--- src/rtl/arum_pkg.sv ---
// ----------------------------------------------------------------------------
// Audio ring upsample mixer package
// Types, codes and sizes shared by the modules of the audio ring mixer.
// ----------------------------------------------------------------------------
package arum_pkg;

    localparam int RING_DEPTH_DEF = 65536;

    localparam int SAMPLE_W = 8;
    localparam int MIX_W    = 32;
    localparam int FILL_W   = 16;
    localparam int VOLUME_W = 13;
    localparam int HELD_W   = 16;
    localparam int CFG_W    = VOLUME_W;

    localparam logic [VOLUME_W-1:0] VOLUME_RESET = VOLUME_W'(1843);

    localparam int QUEUE_DEPTH = 4;
    localparam int QPTR_W      = $clog2(QUEUE_DEPTH);
    localparam int QCNT_W      = $clog2(QUEUE_DEPTH + 1);

    localparam logic [1:0] MODE_PUSH  = 2'd0;
    localparam logic [1:0] MODE_TICK  = 2'd1;
    localparam logic [1:0] MODE_FLUSH = 2'd2;

    localparam logic CFG_VOLUME  = 1'b0;
    localparam logic CFG_PLAYING = 1'b1;

    typedef enum logic [1:0] {
        OP_PASS  = 2'd0,
        OP_POP   = 2'd1,
        OP_HOLD  = 2'd2,
        OP_FLUSH = 2'd3
    } t_arum_op;

    typedef struct packed {
        logic [1:0]                mode;
        logic signed [SAMPLE_W-1:0] sample;
        logic signed [MIX_W-1:0]    mix_in;
        logic                      block_start;
    } t_arum_in;

    typedef struct packed {
        logic signed [MIX_W-1:0] mix_out;
        logic                    accepted;
        logic                    underrun;
        logic [FILL_W-1:0]       fill_level;
    } t_arum_out;

    typedef struct packed {
        t_arum_op                   op;
        logic signed [MIX_W-1:0]    mix_in;
        logic                       accepted;
        logic                       underrun;
        logic [FILL_W-1:0]          fill_level;
        logic signed [SAMPLE_W-1:0] sample;
    } t_arum_cmd;

    typedef struct packed {
        logic              empty;
        logic [QCNT_W-1:0] count;
    } t_arum_qstat;

endpackage

--- src/rtl/arum_queue.sv ---
// ----------------------------------------------------------------------------
// Audio ring mixer queue
// Small first-in first-out buffer with an occupancy count.
// ----------------------------------------------------------------------------
module arum_queue #(
    parameter int WIDTH = 8
) (
    input  logic                 i_clk,
    input  logic                 i_rst_n,
    input  logic                 i_push,
    input  logic [WIDTH-1:0]     i_data,
    input  logic                 i_pop,
    output logic [WIDTH-1:0]     o_data,
    output arum_pkg::t_arum_qstat o_stat
);
    import arum_pkg::*;

    logic [WIDTH-1:0]  r_mem [QUEUE_DEPTH];
    logic [QPTR_W-1:0] r_wr_ptr;
    logic [QPTR_W-1:0] r_rd_ptr;
    logic [QCNT_W-1:0] r_count;
    logic              w_pop;

    assign w_pop = i_pop && (r_count != '0);

    always_ff @(posedge i_clk) begin
        if (i_push) begin
            r_mem[r_wr_ptr] <= i_data;
        end
    end

    always_ff @(posedge i_clk) begin
        if (!i_rst_n) begin
            r_wr_ptr <= '0;
            r_rd_ptr <= '0;
            r_count  <= '0;
        end else begin
            if (i_push) begin
                r_wr_ptr <= r_wr_ptr + 1'b1;
            end
            if (w_pop) begin
                r_rd_ptr <= r_rd_ptr + 1'b1;
            end
            case ({i_push, w_pop})
                2'b10:   r_count <= r_count + 1'b1;
                2'b01:   r_count <= r_count - 1'b1;
                default: r_count <= r_count;
            endcase
        end
    end

    assign o_data       = r_mem[r_rd_ptr];
    assign o_stat.empty = (r_count == '0);
    assign o_stat.count = r_count;

endmodule

--- config.mk ---
export PLATFORM = sky130hd
export DESIGN_NAME = arum_queue
export DESIGN_NICKNAME = d
export VERILOG_FILES = /design/src/rtl/arum_pkg.sv /design/src/rtl/arum_queue.sv
export SDC_FILE = /design/constraint.sdc
export NUM_CORES = 1
export LEC_CHECK = 0
export BUFFER_PORTS_ARGS = -buffer_cell sky130_fd_sc_hd__buf_2
export CORE_UTILIZATION = 40
export CTS_CLUSTER_SIZE = 24
export DETAILED_ROUTE_END_ITERATION = 16
export GPL_ROUTABILITY_DRIVEN = 1
export PLACE_DENSITY = 0.59
export SYNTH_ARGS = -nofsm -noshare
export SYNTH_HDL_FRONTEND = slang
export SYNTH_SLANG_ARGS = --single-unit
--- constraint.sdc ---
create_clock -name i_clk -period 2.87 [get_ports i_clk]
set_input_delay 0.4305 -clock i_clk [delete_from_list [all_inputs] [get_ports i_clk]]
set_output_delay 0.4305 -clock i_clk [all_outputs]
set_load 0.03 [all_outputs]
==> metrics.md <==
| Metric | Value |
|---|---|
| Hold Path Sink | r_mem[0][4] |
| TNS Setup | 0 ps |
| Clock-pin slew on the worst setup and hold paths | ~70 ps |
| H-tree depth | 2 |
| Final ANT Viol Nets | 0 |
| Worst setup SP type | register |
| Hold path cells | 1 |
| Net Count, Synth | about 110 |
| Global-route wire length before repair | around 3700 um |
| Status | finished, final reports clean |
| Number of I/O pins | 24 |
| Met2 GRT Util | between 20 and 25% |
| Area of the die | 4310 sq um |
| CTS tree | done |
| Critical path's largest stage delay | roughly 660 ps |
| Core area | approximately 3800 sq um |
| Initial core utilization | a little over two fifths |
| Buffers & Inverters on Critical Path | 1 |
| Mean Syn Cell Area | approximately 18 sq um |
| RSZ-0062 raised after global routing | false |
| # setup viols final | 0 |
| Fin. max-slew vios | 0 |
| Hold_buf cts | 0 |
| Post-CTS sizing | 0 |
| Yosys cell types | 20 |
| TritonCTS Sinks | 41 |
| Total number of vias | just over 800 |
| Share of the synthesized area in the top cell type | between 50% and 60% |
| Post-DP HPWL | about 1600 um |
| PortBufs | 23 |
| CTS buffer count | 5 |
| Largest net degree at the start of global routing | 13 |
| Detailed-route vias per instance | 4.83 |
| Worst slack at placement | about 760 ps |
| Synth-to-Final Area Change | 15.0% |
| CP Max Fanout | 8 |
| Total gr overflow | 0 |
| Grt peak-use layer | met2 |
| Layout cell share with drive strength beyond 1 | between 30% and 40% |
| Final Hold Viols | 0 |
| Maximum clock insertion buffer count | 2 |
| Met1 Resource Use GR | 12.9% |
| Detailed Route WL | ~2200 um |
| Met3 Track Usage GR | ~4.9% |
| MaxCap Viol Count | 0 |
| WS Path Type | register to output pin |
| Vias in the first global route | a little over 800 |
| Drt initial violations | 8 |
| Crit. End Element | output pin |
| Worst R2R Start | r_count[0] |
| Worst-Margin Slew | approximately 540 ps |
| Final Critical Period | about 2200 ps |
| FMAX | 464 MHz |
| Final layout net count | 136 |
| Min-delay src | i_data[4] |
| Routability congestion estimate | between 0.7 and 0.8 |
| Final setup margin | approximately 720 ps |
| Die Wd | 65.6 um |
| Cell area after synthesis | ~1600 sq um |
| Synth warn | 0 |
| Final core occ | around half |
| Reg2reg setup slack | 850 ps |
| Root buffer cell | clkbuf_8 |
| CP max-delay cell | dfxtp_1 |
| First-pass DRT Iterations | 3 |
| Post-Synthesis Cells | 90 |
| Critical R2R Capture | r_count[2] |
| Top post-synthesis cells by area | edfxtp_1 59%, dfxtp_1 11%, mux4_2 11%, ha_1 3.9%, and2_1 2.7% |
| Lkg Pwr | around 0.67 nW |
| Global Route Usage Sum | between 10 and 15% |
| Top Family by Delay on Critical Path | flip-flops |
| Dominant cell type by area after synthesis | edfxtp_1 |
| Clock Latency Late Sink | around 280 ps |
| Yosys reg bits | between 40 and 50 |
| Critical Path AT | approximately 1700 ps |
| # diodes | 0 |
| Period utilization | 75.0% |
| FF-to-FF path depth | 8 |
| Antenna violations before repair | 0 |
| CP required | roughly 2400 ps |
| Hold Path Class | input pin to register |
| Row count | 22 |
| Post-CTS setup buffers | 0 |
| # DRC | 0 |
| Tot Pwr | approximately 0.0016 W |
| P per Cell Area | approximately 840 nW/um^2 |
| Wire per inst | 13.4 um |
| Setup Skew | 2.99 ps |
| Rel. slew slack | between 60 and 70% |
| Post-synthesis sequential area ratio | a little over two thirds |
| Peak supply drop | ~0.70 mV |
| Crit-path cells | mux4_2 -> buf_2 |
| Die Y | about 66 um |
-- metal layers --
metal	up-vias	part of all wire (%)
li1	393	-
met1	392	42
met2	19	53
met3	2	4.6
met4	0	0.54
met5	-	0
-- how the worst max path moves through the flow --
stage | slack, ps | from | end | cells past startpoint
after floorplan | 670 | r_count[0] | r_count[2] | 8
after global placement | 860 | i_pop | r_count[2] | 8
after detailed placement | 760 | i_pop | r_count[2] | 8
after CTS | 630 | register | o_data[6] | 2
after global routing | 590 | register | o_data[6] | 2
final | 720 | register | o_data[6] | 2
-- flip-flops by register name (all words and copies together) (netlist names), named ones only --
register / flops
r_wr_ptr: 2
r_count: 3
r_mem: 32
r_rd_ptr: 2
-- cell usage after synthesis --
cell type,count
a21boi_1,2
and2_1,7
buf_6,1
clkbuf_1,1
dfxtp_1,9
edfxtp_1,32
fa_1,1
ha_1,5
inv_1,6
mux2i_1,1
mux4_2,8
nand2_1,3
nand4bb_1,1
nor2b_1,2
nor3_2,1
o21ai_0,3
o21ai_1,2
or3_1,2
xnor2_1,1
xor2_1,2
-- cell type report --
type / count / area [sq um]
inverter: 6 / 22.5
fill: 344 / 1910
tap: 48 / 60.1
timing repair buffer: 23 / 115
clock buffer: 6 / 72.6
clock inverter: 2 / 10.0
sequential: 41 / 1140
multi-input combinational: 41 / 440
-- per-stage QoR --
stage	std cells	hold WS (ps)	area, sq um
after floorplan	90	456	1620
after global placement	159	477	1780
after detailed placement	159	489	1780
after CTS	167	353	1860
after global routing	167	344	1860
final	167	363	1860
-- placed cells by master (no fill, tap or decap), types with 3 or more instances in the layout --
master    instances
and2_1            7
buf_2            23
clkbuf_8          5
dfxtp_1           9
edfxtp_1         32
ha_1              5
inv_1             6
mux4_2            8
nand2_1           3
o21ai_0           3
-- where the power goes --
group / internal, W / switching (W)
sequential: 0.000699 / 0.0000645
combinational: 0.000187 / 0.000267
clock: 0.000168 / 0.000176
-- cells by family after synthesis --
family / Yosys count / synth area share (%)
fa+ha+maj: 6 / 5.10
xor+xnor: 3 / 1.62
compound gates: 7 / 2.47
mux: 9 / 11.7
simple gates: 16 / 6.26
buf+inv: 8 / 2.32
flops: 41 / 70.5
Power figures use the tool's default switching activity.
