<file path="src/rtl/arum_pkg.sv">
// ----------------------------------------------------------------------------
// Audio ring upsample mixer package
// Types, codes and sizes shared by the modules of the audio ring mixer.
// ----------------------------------------------------------------------------
package arum_pkg;

    localparam int RING_DEPTH_DEF = 65536;

    localparam int SAMPLE_W = 8;
    localparam int MIX_W    = 32;
    localparam int FILL_W   = 16;
    localparam int VOLUME_W = 13;
    localparam int HELD_W   = 16;
    localparam int CFG_W    = VOLUME_W;

    localparam logic [VOLUME_W-1:0] VOLUME_RESET = VOLUME_W'(1843);

    localparam int QUEUE_DEPTH = 4;
    localparam int QPTR_W      = $clog2(QUEUE_DEPTH);
    localparam int QCNT_W      = $clog2(QUEUE_DEPTH + 1);

    localparam logic [1:0] MODE_PUSH  = 2'd0;
    localparam logic [1:0] MODE_TICK  = 2'd1;
    localparam logic [1:0] MODE_FLUSH = 2'd2;

    localparam logic CFG_VOLUME  = 1'b0;
    localparam logic CFG_PLAYING = 1'b1;

    typedef enum logic [1:0] {
        OP_PASS  = 2'd0,
        OP_POP   = 2'd1,
        OP_HOLD  = 2'd2,
        OP_FLUSH = 2'd3
    } t_arum_op;

    typedef struct packed {
        logic [1:0]                mode;
        logic signed [SAMPLE_W-1:0] sample;
        logic signed [MIX_W-1:0]    mix_in;
        logic                      block_start;
    } t_arum_in;

    typedef struct packed {
        logic signed [MIX_W-1:0] mix_out;
        logic                    accepted;
        logic                    underrun;
        logic [FILL_W-1:0]       fill_level;
    } t_arum_out;

    typedef struct packed {
        t_arum_op                   op;
        logic signed [MIX_W-1:0]    mix_in;
        logic                       accepted;
        logic                       underrun;
        logic [FILL_W-1:0]          fill_level;
        logic signed [SAMPLE_W-1:0] sample;
    } t_arum_cmd;

    typedef struct packed {
        logic              empty;
        logic [QCNT_W-1:0] count;
    } t_arum_qstat;

endpackage

</file>
<file path="src/rtl/arum_back.sv">
// ----------------------------------------------------------------------------
// Audio ring mixer back end
// Scales popped samples by the volume, keeps the held value and mixes it in.
// ----------------------------------------------------------------------------
module arum_back (
    input  logic                          i_clk,
    input  logic                          i_rst_n,
    input  arum_pkg::t_arum_cmd           i_cmd,
    input  arum_pkg::t_arum_qstat         i_cmd_stat,
    input  arum_pkg::t_arum_qstat         i_res_stat,
    input  logic [arum_pkg::VOLUME_W-1:0] i_volume,
    output logic                          o_cmd_pop,
    output logic                          o_res_push,
    output arum_pkg::t_arum_out           o_res
);
    import arum_pkg::*;

    localparam int PROD_W = SAMPLE_W + VOLUME_W + 1;

    logic                     r_b1_valid;
    t_arum_cmd                r_b1;
    logic signed [PROD_W-1:0] r_prod;
    logic signed [HELD_W-1:0] r_held;

    logic signed [VOLUME_W:0]   w_vol;
    logic signed [PROD_W-1:0]   w_prod;
    logic signed [PROD_W-5:0]   w_scaled;
    logic signed [HELD_W-1:0]   w_new_held;
    logic signed [HELD_W-1:0]   w_addend;
    logic signed [MIX_W:0]      w_sum;
    logic signed [MIX_W-1:0]    w_sum_sat;
    logic [QCNT_W:0]            w_res_used;

    assign w_res_used = (QCNT_W + 1)'(i_res_stat.count) + (QCNT_W + 1)'(r_b1_valid);
    assign o_cmd_pop  = !i_cmd_stat.empty && (w_res_used < (QCNT_W + 1)'(QUEUE_DEPTH));

    assign w_vol  = {1'b0, i_volume};
    assign w_prod = i_cmd.sample * w_vol;

    always_ff @(posedge i_clk) begin
        if (o_cmd_pop) begin
            r_b1   <= i_cmd;
            r_prod <= w_prod;
        end
    end

    // Sample times 256 times volume over 4096 is the product shifted down by four.
    assign w_scaled = r_prod[PROD_W-1:4];

    always_comb begin
        if (w_scaled[PROD_W-5:HELD_W-1] == '0 ||
            w_scaled[PROD_W-5:HELD_W-1] == '1) begin
            w_new_held = w_scaled[HELD_W-1:0];
        end else if (w_scaled[PROD_W-5]) begin
            w_new_held = {1'b1, {(HELD_W-1){1'b0}}};
        end else begin
            w_new_held = {1'b0, {(HELD_W-1){1'b1}}};
        end
    end

    assign w_addend = (r_b1.op == OP_POP) ? w_new_held : r_held;
    assign w_sum    = (MIX_W + 1)'(r_b1.mix_in) + (MIX_W + 1)'(w_addend);

    always_comb begin
        if (w_sum[MIX_W] == w_sum[MIX_W-1]) begin
            w_sum_sat = w_sum[MIX_W-1:0];
        end else if (w_sum[MIX_W]) begin
            w_sum_sat = {1'b1, {(MIX_W-1){1'b0}}};
        end else begin
            w_sum_sat = {1'b0, {(MIX_W-1){1'b1}}};
        end
    end

    always_comb begin
        o_res.accepted   = r_b1.accepted;
        o_res.underrun   = r_b1.underrun;
        o_res.fill_level = r_b1.fill_level;
        case (r_b1.op)
            OP_POP:  o_res.mix_out = w_sum_sat;
            OP_HOLD: o_res.mix_out = w_sum_sat;
            default: o_res.mix_out = r_b1.mix_in;
        endcase
    end

    assign o_res_push = r_b1_valid;

    always_ff @(posedge i_clk) begin
        if (!i_rst_n) begin
            r_b1_valid <= 1'b0;
            r_held     <= '0;
        end else begin
            r_b1_valid <= o_cmd_pop;
            if (r_b1_valid) begin
                case (r_b1.op)
                    OP_POP:   r_held <= w_new_held;
                    OP_FLUSH: r_held <= '0;
                    default:  r_held <= r_held;
                endcase
            end
        end
    end

endmodule

</file>
<file path="config.mk">
export PLATFORM = sky130hd
export DESIGN_NAME = arum_back
export DESIGN_NICKNAME = d
export VERILOG_FILES = /design/src/rtl/arum_pkg.sv /design/src/rtl/arum_back.sv
export SDC_FILE = /design/constraint.sdc
export NUM_CORES = 1
export LEC_CHECK = 0
export ABC_CLOCK_PERIOD_IN_PS = 27500
export BUFFER_PORTS_ARGS = -buffer_cell sky130_fd_sc_hd__buf_2
export CORE_AREA = 5 5 166 152
export DETAILED_ROUTE_END_ITERATION = 10
export DIE_AREA = 0 0 171 157
export SYNTH_ARGS = -nofsm -noshare
export SYNTH_HDL_FRONTEND = slang
export SYNTH_SLANG_ARGS = --single-unit
</file>
<file path="constraint.sdc">
create_clock -name i_clk -period 27.5 [get_ports i_clk]
set_clock_uncertainty 0.05 [all_clocks]
set_input_delay 5.5 -clock i_clk [delete_from_list [all_inputs] [get_ports i_clk]]
set_output_delay 5.5 -clock i_clk [all_outputs]
set_load 0.02 [all_outputs]
</file>
==> results.sh, run 1 <==
export IMPL_hold_start="r_held[15]"
export IMPL_vias=7185
export IMPL_power_mw=0.624
export IMPL_cts_buffers=9
export IMPL_fp_row_count=53
export IMPL_syn_inst=1022
export IMPL_clk_path_buf_depth=2
export IMPL_r2r_start="r_b1[59]"
export IMPL_setup_viol=0
export IMPL_slew_headroom_pct=35.2
export IMPL_maxClockFrequency_mhz=82.6
export IMPL_track_usage_pct=15.7
export IMPL_layout_common_cells="buf_2, inv_1, nand2_1"
export IMPL_hold_viol_final=0
export IMPL_drt_iter0_drc=353
export IMPL_worstPathMaxFanout=31
export IMPL_drive_above_1_share_pct=16.2
export IMPL_synth_avg_cell_area_um2=8.99
export IMPL_p_per_area_nw_per_um2=60.4
export IMPL_post_cts_buffers=0
export IMPL_syn_nets=1258
export IMPL_clock_latency_ps=350
export IMPL_die_y_um=157
export IMPL_p_leak_nw=4.73
export IMPL_drt_pass1_iter_count=6
export IMPL_grt_overflow=0
export IMPL_end_kind="primary output"
export IMPL_antenna_found_initial=0
export IMPL_period_minus_slack_ps=12110
export IMPL_layout_commonest_cell="buf_2"
export IMPL_grt_pass1_wl_um=34700
export IMPL_syn_cell_area_um2=9190
export IMPL_final_antenna_net_count=0
export IMPL_drv_cap=0
export IMPL_crit_path_start_kind="input pin"
export IMPL_cts_tree="done"
export IMPL_wirelength_um=21000
export IMPL_critical_path_class="input pin to primary output"
export IMPL_tns_ps=0
export IMPL_clk_pin_slew_ps=60
export IMPL_area_growth_pct=12.3
export IMPL_diodes=0
export IMPL_synth_edff_count=70
export IMPL_synth_ff_type="edfxtp_1"
export IMPL_tightest_slew_ps=969
export IMPL_hpwl_um=16400
export IMPL_critPathRequiredTime_ps=21950
export IMPL_maxSlewViolCount=0
export IMPL_synth_seq_cells=87
export IMPL_grt_max_degree=43
export IMPL_grt_pass1_vias=7042
export IMPL_root_buffer="clkbuf_16"
export IMPL_coreArea_um2=23100
export IMPL_yosys_warnings=0
export IMPL_final_nets=1355
export IMPL_viasPerCell=5.04
export IMPL_peakVddDrop_mv=0.0333
export IMPL_gp_congestion=0.883
export IMPL_outcome="finished, final reports clean"
export IMPL_worstPathArrival_ps=6560
export IMPL_route_detailed_drc=0
export IMPL_io_pin_count=135
export IMPL_wire_per_inst_um=14.7
export IMPL_post_cts_resize_count=0
export IMPL_cts_max_level=3
export IMPL_synthArstFlopShare_pct=0
export IMPL_nFillCells=2272
export IMPL_ctsHoldBuffers=0
export IMPL_min_period_over_period_pct=44.0
export IMPL_critPathLaunch="i_cmd_stat[3]"
export IMPL_initial_core_util_pct=39.7
export IMPL_port_buffers=130
export IMPL_synth_cell_types=64
export IMPL_utilization_pct=44.6
export IMPL_cts_sink_count=87
export IMPL_synth_seq_area_share_pct=26.6
export IMPL_whs_ps=468
export IMPL_dieArea_um2=26800
export IMPL_die_w_um=171
export IMPL_hp_class="register to register"
export IMPL_rsz0062_at_grt="false"
[final cells by class]
cell class / instances / area [um2] / share of cell area (%)
inverter: 119 / 447 / 4.33
clock buffer: 9 / 225 / 2.18
timing repair buffer: 137 / 703 / 6.81
multi-input combinational: 765 / 6050 / 58.6
clock inverter: 7 / 77.6 / 0.751
sequential: 87 / 2440 / 23.7
tap: 302 / 378 / 3.66
[cells by family (layout without fill, tap and decap cells)]
kind of cell | count (synthesis) | in the layout | share of synthesized area [%]
xor+xnor | 42 | 42 | 4.00
fa+ha+maj | 155 | 155 | 26.5
mux | 19 | 19 | 2.30
buf+inv | 170 | 272 | 7.76
flops | 87 | 87 | 26.6
simple gates | 342 | 342 | 18.7
compound gates | 207 | 207 | 14.1
[Yosys cell counts, types with 18 or more instances]
library cell    n  share of area [%]
nor2_1         84                3.4
nor2b_1        45                3.1
nand2_1        89                3.6
fa_1           67                 15
edfxtp_1       70                 23
a21oi_1        87                4.7
clkbuf_1       26                1.1
o21ai_0        31                1.7
buf_4          18                1.5
inv_1         119                4.9
xnor2_1        31                3.0
ha_1           86                 12
and2_1         67                4.6
[worst max-delay path: stages]
cell and delay (ps):
buf_2 110, a311oi_4 250, buf_4 430, buf_2 250
[metal layers]
| metal | global-route usage (%) | vias up | share of wire [%] |
|---|---|---|---|
| li1 | - | 3645 | - |
| met1 | 22.0 | 3365 | 49 |
| met2 | 26.2 | 156 | 45 |
| met3 | 1.48 | 19 | 4.4 |
| met4 | 3.89 | 0 | 1.3 |
| met5 | 0 | - | 0 |
[state kept, by name, summed over array words and instances, names as in the netlist]
signal and count:
o_res 18, o_res_push 1, r_b1 34, r_held 16, r_prod 18
[power by group]
group          internal [mW]  switching, mW
Sequential             0.171        0.00805
Clock                 0.0714         0.0554
Combinational          0.139          0.179
Total                  0.381          0.243
[path summary, 6_finish.rpt]
kind	endpoint	slack (ps)	cells after the start
min reg2reg	r_held[15]	470	2
max	o_cmd_pop	15390	4
min	r_held[15]	470	2
max reg2reg	r_held[13]	24840	7
[stage by stage]
stage               setup WS [ps]  instances  area, um2
global placement            15350       1410      10000
detailed placement          15350       1410      10000
finish                      15390       1426      10300
global route                15330       1426      10300
floorplan                   10280       1022       9190
CTS                         15360       1426      10300
Power figures use the tool's default switching activity.
==> run 2, diff against run 1 <==
Settings changed: ABC_CLOCK_PERIOD_IN_PS 27500 to 10900.
Clock period 27.5 ns to 10.9 ns, I/O delays scaled along.
==> run 2 against run 1 <==
Compared with the run above: first-iteration DRC count fell by 9.1%; register-to-register slack got worse by 17000 ps; via count fell by 1.2%; combinational power rose to 2.5 times the previous value; clock-buffer cell count rose by 3; setup slack got worse by 12000 ps; core utilization barely moved; flip-flop and latch count did not move; final area barely moved; cell count barely moved; global-route usage rose by 0.17 points; largest cell class unchanged; largest power group unchanged; highest routed layer unchanged.
==> results.sh, run 2 (same netlist as run 1, synthesis figures left out) <==
export IMPL_max_stage_delay_ps=660
export IMPL_post_cts_buffers=0
export IMPL_critical_path_class="register to primary output"
export IMPL_port_buffers=130
export IMPL_hpwl_um=16500
export IMPL_hold_start="r_held[15]"
export IMPL_grt_pass1_vias=7075
export IMPL_cts_max_level=3
export IMPL_dieArea_um2=26800
export IMPL_cp_cell_sequence="inv_1 > ha_1 > mux2_2 > ha_1 > nand2_1 > nor4b_2 > o31ai_1 > a211o_1 > nand3_1 > a21oi_2 > a21o_1 > nor2_1 > buf_4 > a21oi_1 > buf_2"
export IMPL_tns_ps=0
export IMPL_regMostFlops="r_b1"
export IMPL_antenna_found_initial=0
export IMPL_final_antenna_net_count=0
export IMPL_place_area_um2=10000
export IMPL_utilization_pct=44.6
export IMPL_slew_headroom_pct=31.1
export IMPL_largest_reg_flops=34
export IMPL_ctsHoldBuffers=0
export IMPL_cp_slowest_cell="nor2_1"
export IMPL_layout_common_cells="buf_2, inv_1, nand2_1"
export IMPL_worstHoldEndpoint="r_held[15]"
export IMPL_rsz0062_at_grt="false"
export IMPL_drive_above_1_share_pct=16.1
export IMPL_grt_overflow=0
export IMPL_peakVddDrop_mv=0.0962
export IMPL_r2r_cells=7
export IMPL_maxClockFrequency_mhz=133
export IMPL_worst_r2r_endpoint="r_held[12]"
export IMPL_vias=7098
export IMPL_nFillCells=2276
export IMPL_maxSlewViolCount=0
export IMPL_fin_area_um2=10300
export IMPL_clock_latency_ps=350
export IMPL_cts_sink_count=87
export IMPL_wirelength_um=20900
export IMPL_fp_row_count=53
export IMPL_p_per_area_nw_per_um2=152
export IMPL_grt_pass1_wl_um=35100
export IMPL_p_leak_nw=4.73
export IMPL_clk_path_buf_depth=2
export IMPL_clk_pin_slew_ps=60
export IMPL_hp_class="register to register"
export IMPL_pre_cts_slack_ps=3290
export IMPL_diodes=0
export IMPL_gp_congestion=0.892
export IMPL_rrSetupSlack_ps=8190
export IMPL_outcome="finished, final reports clean"
export IMPL_crit_path_start_kind="register"
export IMPL_worstPathArrival_ps=5290
export IMPL_post_cts_resize_count=0
export IMPL_root_buffer="clkbuf_16"
export IMPL_end_kind="primary output"
export IMPL_tightest_slew_ps=1030
export IMPL_die_w_um=171
export IMPL_drt_iter0_drc=321
export IMPL_track_usage_pct=15.8
export IMPL_io_pin_count=135
export IMPL_hold_viol_final=0
export IMPL_drv_cap=0
export IMPL_die_y_um=157
export IMPL_area_growth_pct=12.3
export IMPL_layout_commonest_cell="buf_2"
export IMPL_final_nets=1354
export IMPL_r2r_start="r_b1[59]"
export IMPL_route_detailed_drc=0
export IMPL_worstPathMaxFanout=17
export IMPL_wire_per_inst_um=14.7
export IMPL_critPathRequiredTime_ps=8670
export IMPL_cts_buffers=9
export IMPL_drt_pass1_iter_count=4
export IMPL_hold_depth=2
export IMPL_period_minus_slack_ps=7520
export IMPL_initial_core_util_pct=39.7
export IMPL_coreArea_um2=23100
export IMPL_setup_viol=0
export IMPL_viasPerCell=4.98
export IMPL_cp_common_cell="ha_1"
export IMPL_cts_tree="done"
export IMPL_grt_max_degree=46
export IMPL_finalWorstSetupSlack_ps=3380
export IMPL_min_period_over_period_pct=69.0
==> run 2: changes by cell type in the layout (fill, tap and decap cells not counted) <==
cell,change
buf_4,-1
bufinv_16,-1
clkinvlp_4,-1
inv_6,-1
clkinv_4,+1
clkbuf_1,+1
clkbuf_16,+1
clkinv_1,-1
clkbuf_8,+1
==> run 2: power by group <==
group          leakage, nW  internal (mW)  switching, mW
Combinational         3.79          0.351          0.451
Sequential           0.794          0.431         0.0228
Clock                0.146          0.178          0.140
Total                 4.73          0.959          0.614
==> run 2: routing by layer <==
| metal | part of all wire [%] | track usage, % | routed length [um] |
|---|---|---|---|
| met5 | 0 | 0 | 0 |
| met2 | 46 | 26.2 | 9540 |
| met3 | 3.5 | 1.48 | 731 |
| met4 | 1.1 | 3.96 | 227 |
| met1 | 50 | 22.5 | 10400 |
==> run 2: per-stage QoR <==
stage                     hold slack, ps  std cells  total power [mW]
after detailed placement             452       1409              1.27
after floorplan                      425       1022              1.10
final                                464       1425              1.57
after CTS                            467       1425              1.60
after global routing                 502       1425              1.73
after global placement               444       1409              1.26
==> run 2: how the worst max path moves through the flow <==
stage / endpoint / slack (ps) / from
after detailed placement: r_prod[21] / 3290 / i_cmd[7]
after global routing: o_res[34] / 2880 / r_prod[20]
after global placement: r_prod[21] / 3310 / i_cmd[7]
after floorplan: o_cmd_pop / 320 / i_res_stat[0]
after CTS: o_res[29] / 3370 / r_b1[59]
final: o_res[29] / 3380 / r_b1[59]
==> run 2: final cells by class <==
type | count | area [um2] | area share [%]
clock buffers | 12 | 268 | 2.59
clock inverters | 4 | 36.3 | 0.352
inverters | 119 | 447 | 4.33
multi-input cells | 765 | 6050 | 58.7
flip-flops and latches | 87 | 2440 | 23.7
well taps | 302 | 378 | 3.66
repair buffers | 136 | 696 | 6.74
==> run 2: critical path, delay by kind of cell, from the launching register on <==
kind                       cells  cell delay (ps)
AOI/OAI and AO/OA              5              910
adders and majority gates      2             1110
buffers and inverters          3              600
DFF                            1              410
muxes                          1              590
and+or+nand+nor                4             1290
==> run 3, diff against run 2 <==
Settings changed: ABC_AREA from default to 1, ABC_CLOCK_PERIOD_IN_PS 10900 to 6100, CORE_AREA 5 5 166 152 to 5 5 169 155, DIE_AREA 0 0 171 157 to 0 0 174 160.
Clock period 10.9 ns to 6.1 ns, I/O delays scaled along.
==> run 3 against run 2 <==
Compared with the run above: sequential share of layout area shrank 0.77 points; via count grew 14%; non-clock buffer count grew 1; critical endpoint is now o_res[21]; clock-buffer cell count is the same; largest power group unchanged; highest routed layer unchanged.
==> results.sh, run 3 <==
export IMPL_port_buffers=130
export IMPL_drt_iter0_drc=475
export IMPL_drive_above_1_share_pct=15.2
export IMPL_fin_area_um2=10700
export IMPL_ctsHoldBuffers=0
export IMPL_worstHoldEndpoint="r_held[3]"
export IMPL_clk_path_buf_depth=2
export IMPL_critPathRequiredTime_ps=4830
export IMPL_tightest_slew_ps=1160
export IMPL_wl_met3_um=1320
export IMPL_initial_core_util_pct=39.7
export IMPL_synth_edff_count=70
export IMPL_die_w_um=174
export IMPL_setup_viol=0
export IMPL_hold_depth=2
export IMPL_p_int_mw=1.67
export IMPL_drv_cap=0
export IMPL_antenna_found_initial=0
export IMPL_whs_ps=415
export IMPL_yosys_top_cells_count="nand2_1, inv_1, nor2_1, a21oi_1, ha_1"
export IMPL_grt_pass1_wl_um=38700
export IMPL_final_nets=1612
export IMPL_finalWorstSetupSlack_ps=429
export IMPL_yosysMostFrequentCell="nand2_1"
export IMPL_gp_congestion=0.940
export IMPL_slew_headroom_pct=21.8
export IMPL_r2r_cells=5
export IMPL_synth_area_top_cells="edfxtp_1, fa_1, nand2_1"
export IMPL_grt_overflow=0
export IMPL_fp_row_count=54
export IMPL_cts_sink_count=87
export IMPL_layout_common_cells="nand2_1, inv_1, buf_2"
export IMPL_hpwl_um=19000
export IMPL_place_area_um2=10400
export IMPL_syn_inst=1282
export IMPL_root_buffer="clkbuf_16"
export IMPL_power_frac_comb_pct=52.3
export IMPL_synth_top_area_share_pct=22.0
export IMPL_wl_met1_um=11600
export IMPL_dieArea_um2=27800
export IMPL_wirelength_um=23400
export IMPL_multi_input_area_um2=5810
export IMPL_yosys_warnings=0
export IMPL_min_period_over_period_pct=93.0
export IMPL_rsz0062_at_grt="false"
export IMPL_hp_class="register to register"
export IMPL_maxClockFrequency_mhz=176
export IMPL_grt_pass1_vias=7796
export IMPL_end_kind="primary output"
export IMPL_top_layer="met4"
export IMPL_pre_cts_slack_ps=235
export IMPL_rrSetupSlack_ps=3680
export IMPL_crit_path_start_kind="register"
export IMPL_r2r_start="r_b1[58]"
export IMPL_p_per_area_nw_per_um2=268
export IMPL_vias=8107
export IMPL_track_usage_pct=16.7
export IMPL_synth_seq_cells=87
export IMPL_clock_latency_ps=350
export IMPL_worstPathArrival_ps=4400
export IMPL_synth_cell_types=35
export IMPL_route_detailed_drc=0
export IMPL_cts_max_level=3
export IMPL_viasPerCell=4.80
export IMPL_syn_cell_area_um2=9560
export IMPL_grt_max_degree=37
export IMPL_drt_pass1_iter_count=5
export IMPL_yosys_area_top_type="edfxtp_1"
export IMPL_utilization_pct=44.3
export IMPL_synthArstFlopShare_pct=0
export IMPL_nFillCells=2428
export IMPL_area_growth_pct=11.6
export IMPL_switching_share_pct=41.8
export IMPL_outcome="finished, final reports clean"
export IMPL_worst_r2r_endpoint="r_held[12]"
export IMPL_critical_path_class="register to primary output"
export IMPL_route_met2_wl_um=10000
export IMPL_synth_seq_area_share_pct=25.6
export IMPL_clockPowerShare_pct=20.0
export IMPL_cts_tree="done"
export IMPL_worstPathMaxFanout=31
export IMPL_p_switching_mw=1.20
export IMPL_p_leak_nw=5.77
export IMPL_final_antenna_net_count=0
export IMPL_placed_cells=1673
export IMPL_synth_avg_cell_area_um2=7.45
export IMPL_power_mw=2.86
export IMPL_cts_buffers=9
export IMPL_wire_per_inst_um=13.8
export IMPL_clk_pin_slew_ps=60
export IMPL_hold_start="r_held[3]"
export IMPL_p_seq_share_pct=27.7
export IMPL_tns_ps=0
export IMPL_regArea_um2=2440
export IMPL_fin_cells=1689
export IMPL_io_pin_count=135
export IMPL_syn_nets=1518
export IMPL_period_minus_slack_ps=5670
export IMPL_diodes=0
export IMPL_synth_ff_type="edfxtp_1"
export IMPL_regMostFlops="r_b1"
export IMPL_coreArea_um2=24100
export IMPL_peakVddDrop_mv=0.109
export IMPL_hold_viol_final=0
export IMPL_die_y_um=160
export IMPL_layout_commonest_cell="nand2_1"
export IMPL_maxSlewViolCount=0
export IMPL_largest_reg_flops=34
-- run 3: changes by cell type in the layout (fill, tap and decap cells not counted), sizes merged, moves of 12 or more --
cell	change
or2	+14
nor2	+19
mux2	-17
nor2b	-46
nand3	+28
and2	-66
a21o	-12
nand2	+269
inv	+141
a22oi	-16
xnor2	-21
xor2	+17
a21oi	+19
-- run 3: routing by layer --
metal / track usage (%) / vias up
met5: 0 / -
met4: 4.46 / 0
met3: 2.22 / 23
met2: 26.3 / 231
met1: 24.3 / 3730
li1: - / 4123
-- run 3: cell families after synthesis --
group	count (synthesis)	share of synthesized area, %
simple gates	526	22.4
buf+inv	316	13.6
compound gates	162	9.66
fa+ha+maj	153	25.3
flops	87	25.6
xor+xnor	38	3.48
-- run 3: final cells by class --
| class | count | area share (%) |
|---|---|---|
| flip-flops and latches | 87 | 22.9 |
| clock inverters | 4 | 0.293 |
| clock buffers | 12 | 2.60 |
| inverters | 262 | 9.26 |
| repair buffers | 137 | 6.83 |
| well taps | 308 | 3.61 |
| multi-input cells | 879 | 54.5 |
-- run 3: critical path, stage by stage, from the launching register on --
cell        delay, ps
edfxtp_1          390
inv_1              70
ha_1              230
clkinvlp_4        420
o21ai_1           400
ha_1              250
inv_1              60
fa_1              390
inv_1              70
nand3_1            60
nand2_1           130
nand2_1            90
nand2_2            90
nand2_1            70
nand2_2           110
nand2_2            80
nand3_1            90
nand2_2            90
a21oi_4           480
buf_12            220
a21oi_1           100
buf_2             170
-- run 3: timing repair --
item                                   4_1_cts  5_1_grt
endpoints found under the hold margin        0        0
setup endpoints to repair                    0       12
gates resized for setup                      0        2
buffers inserted                             0        0
-- run 3: power by group through the flow --
| stage | Sequential [mW] | Combinational [mW] | Clock, mW |
|---|---|---|---|
| 2_1_floorplan | 0.800 | 1.16 | 0 |
| 3_3_place_gp | 0.805 | 1.48 | 0 |
| 3_5_place_dp | 0.806 | 1.50 | 0 |
| 4_1_cts | 0.794 | 1.51 | 0.585 |
| 5_1_grt | 0.801 | 1.75 | 0.608 |
| 6_report | 0.794 | 1.50 | 0.573 |
-- run 3: worst max path at each step --
| stage | start | endpoint | slack [ps] |
|---|---|---|---|
| 2_1_floorplan | i_cmd[6] | r_prod[16] | 590 |
| 3_5_place_dp | i_cmd[7] | r_prod[18] | 230 |
| 6_report | r_b1[59] | o_res[21] | 430 |
| 3_3_place_gp | i_cmd[7] | r_prod[18] | 300 |
| 5_1_grt | r_b1[59] | o_res[21] | 40 |
| 4_1_cts | r_b1[58] | o_res[21] | 350 |
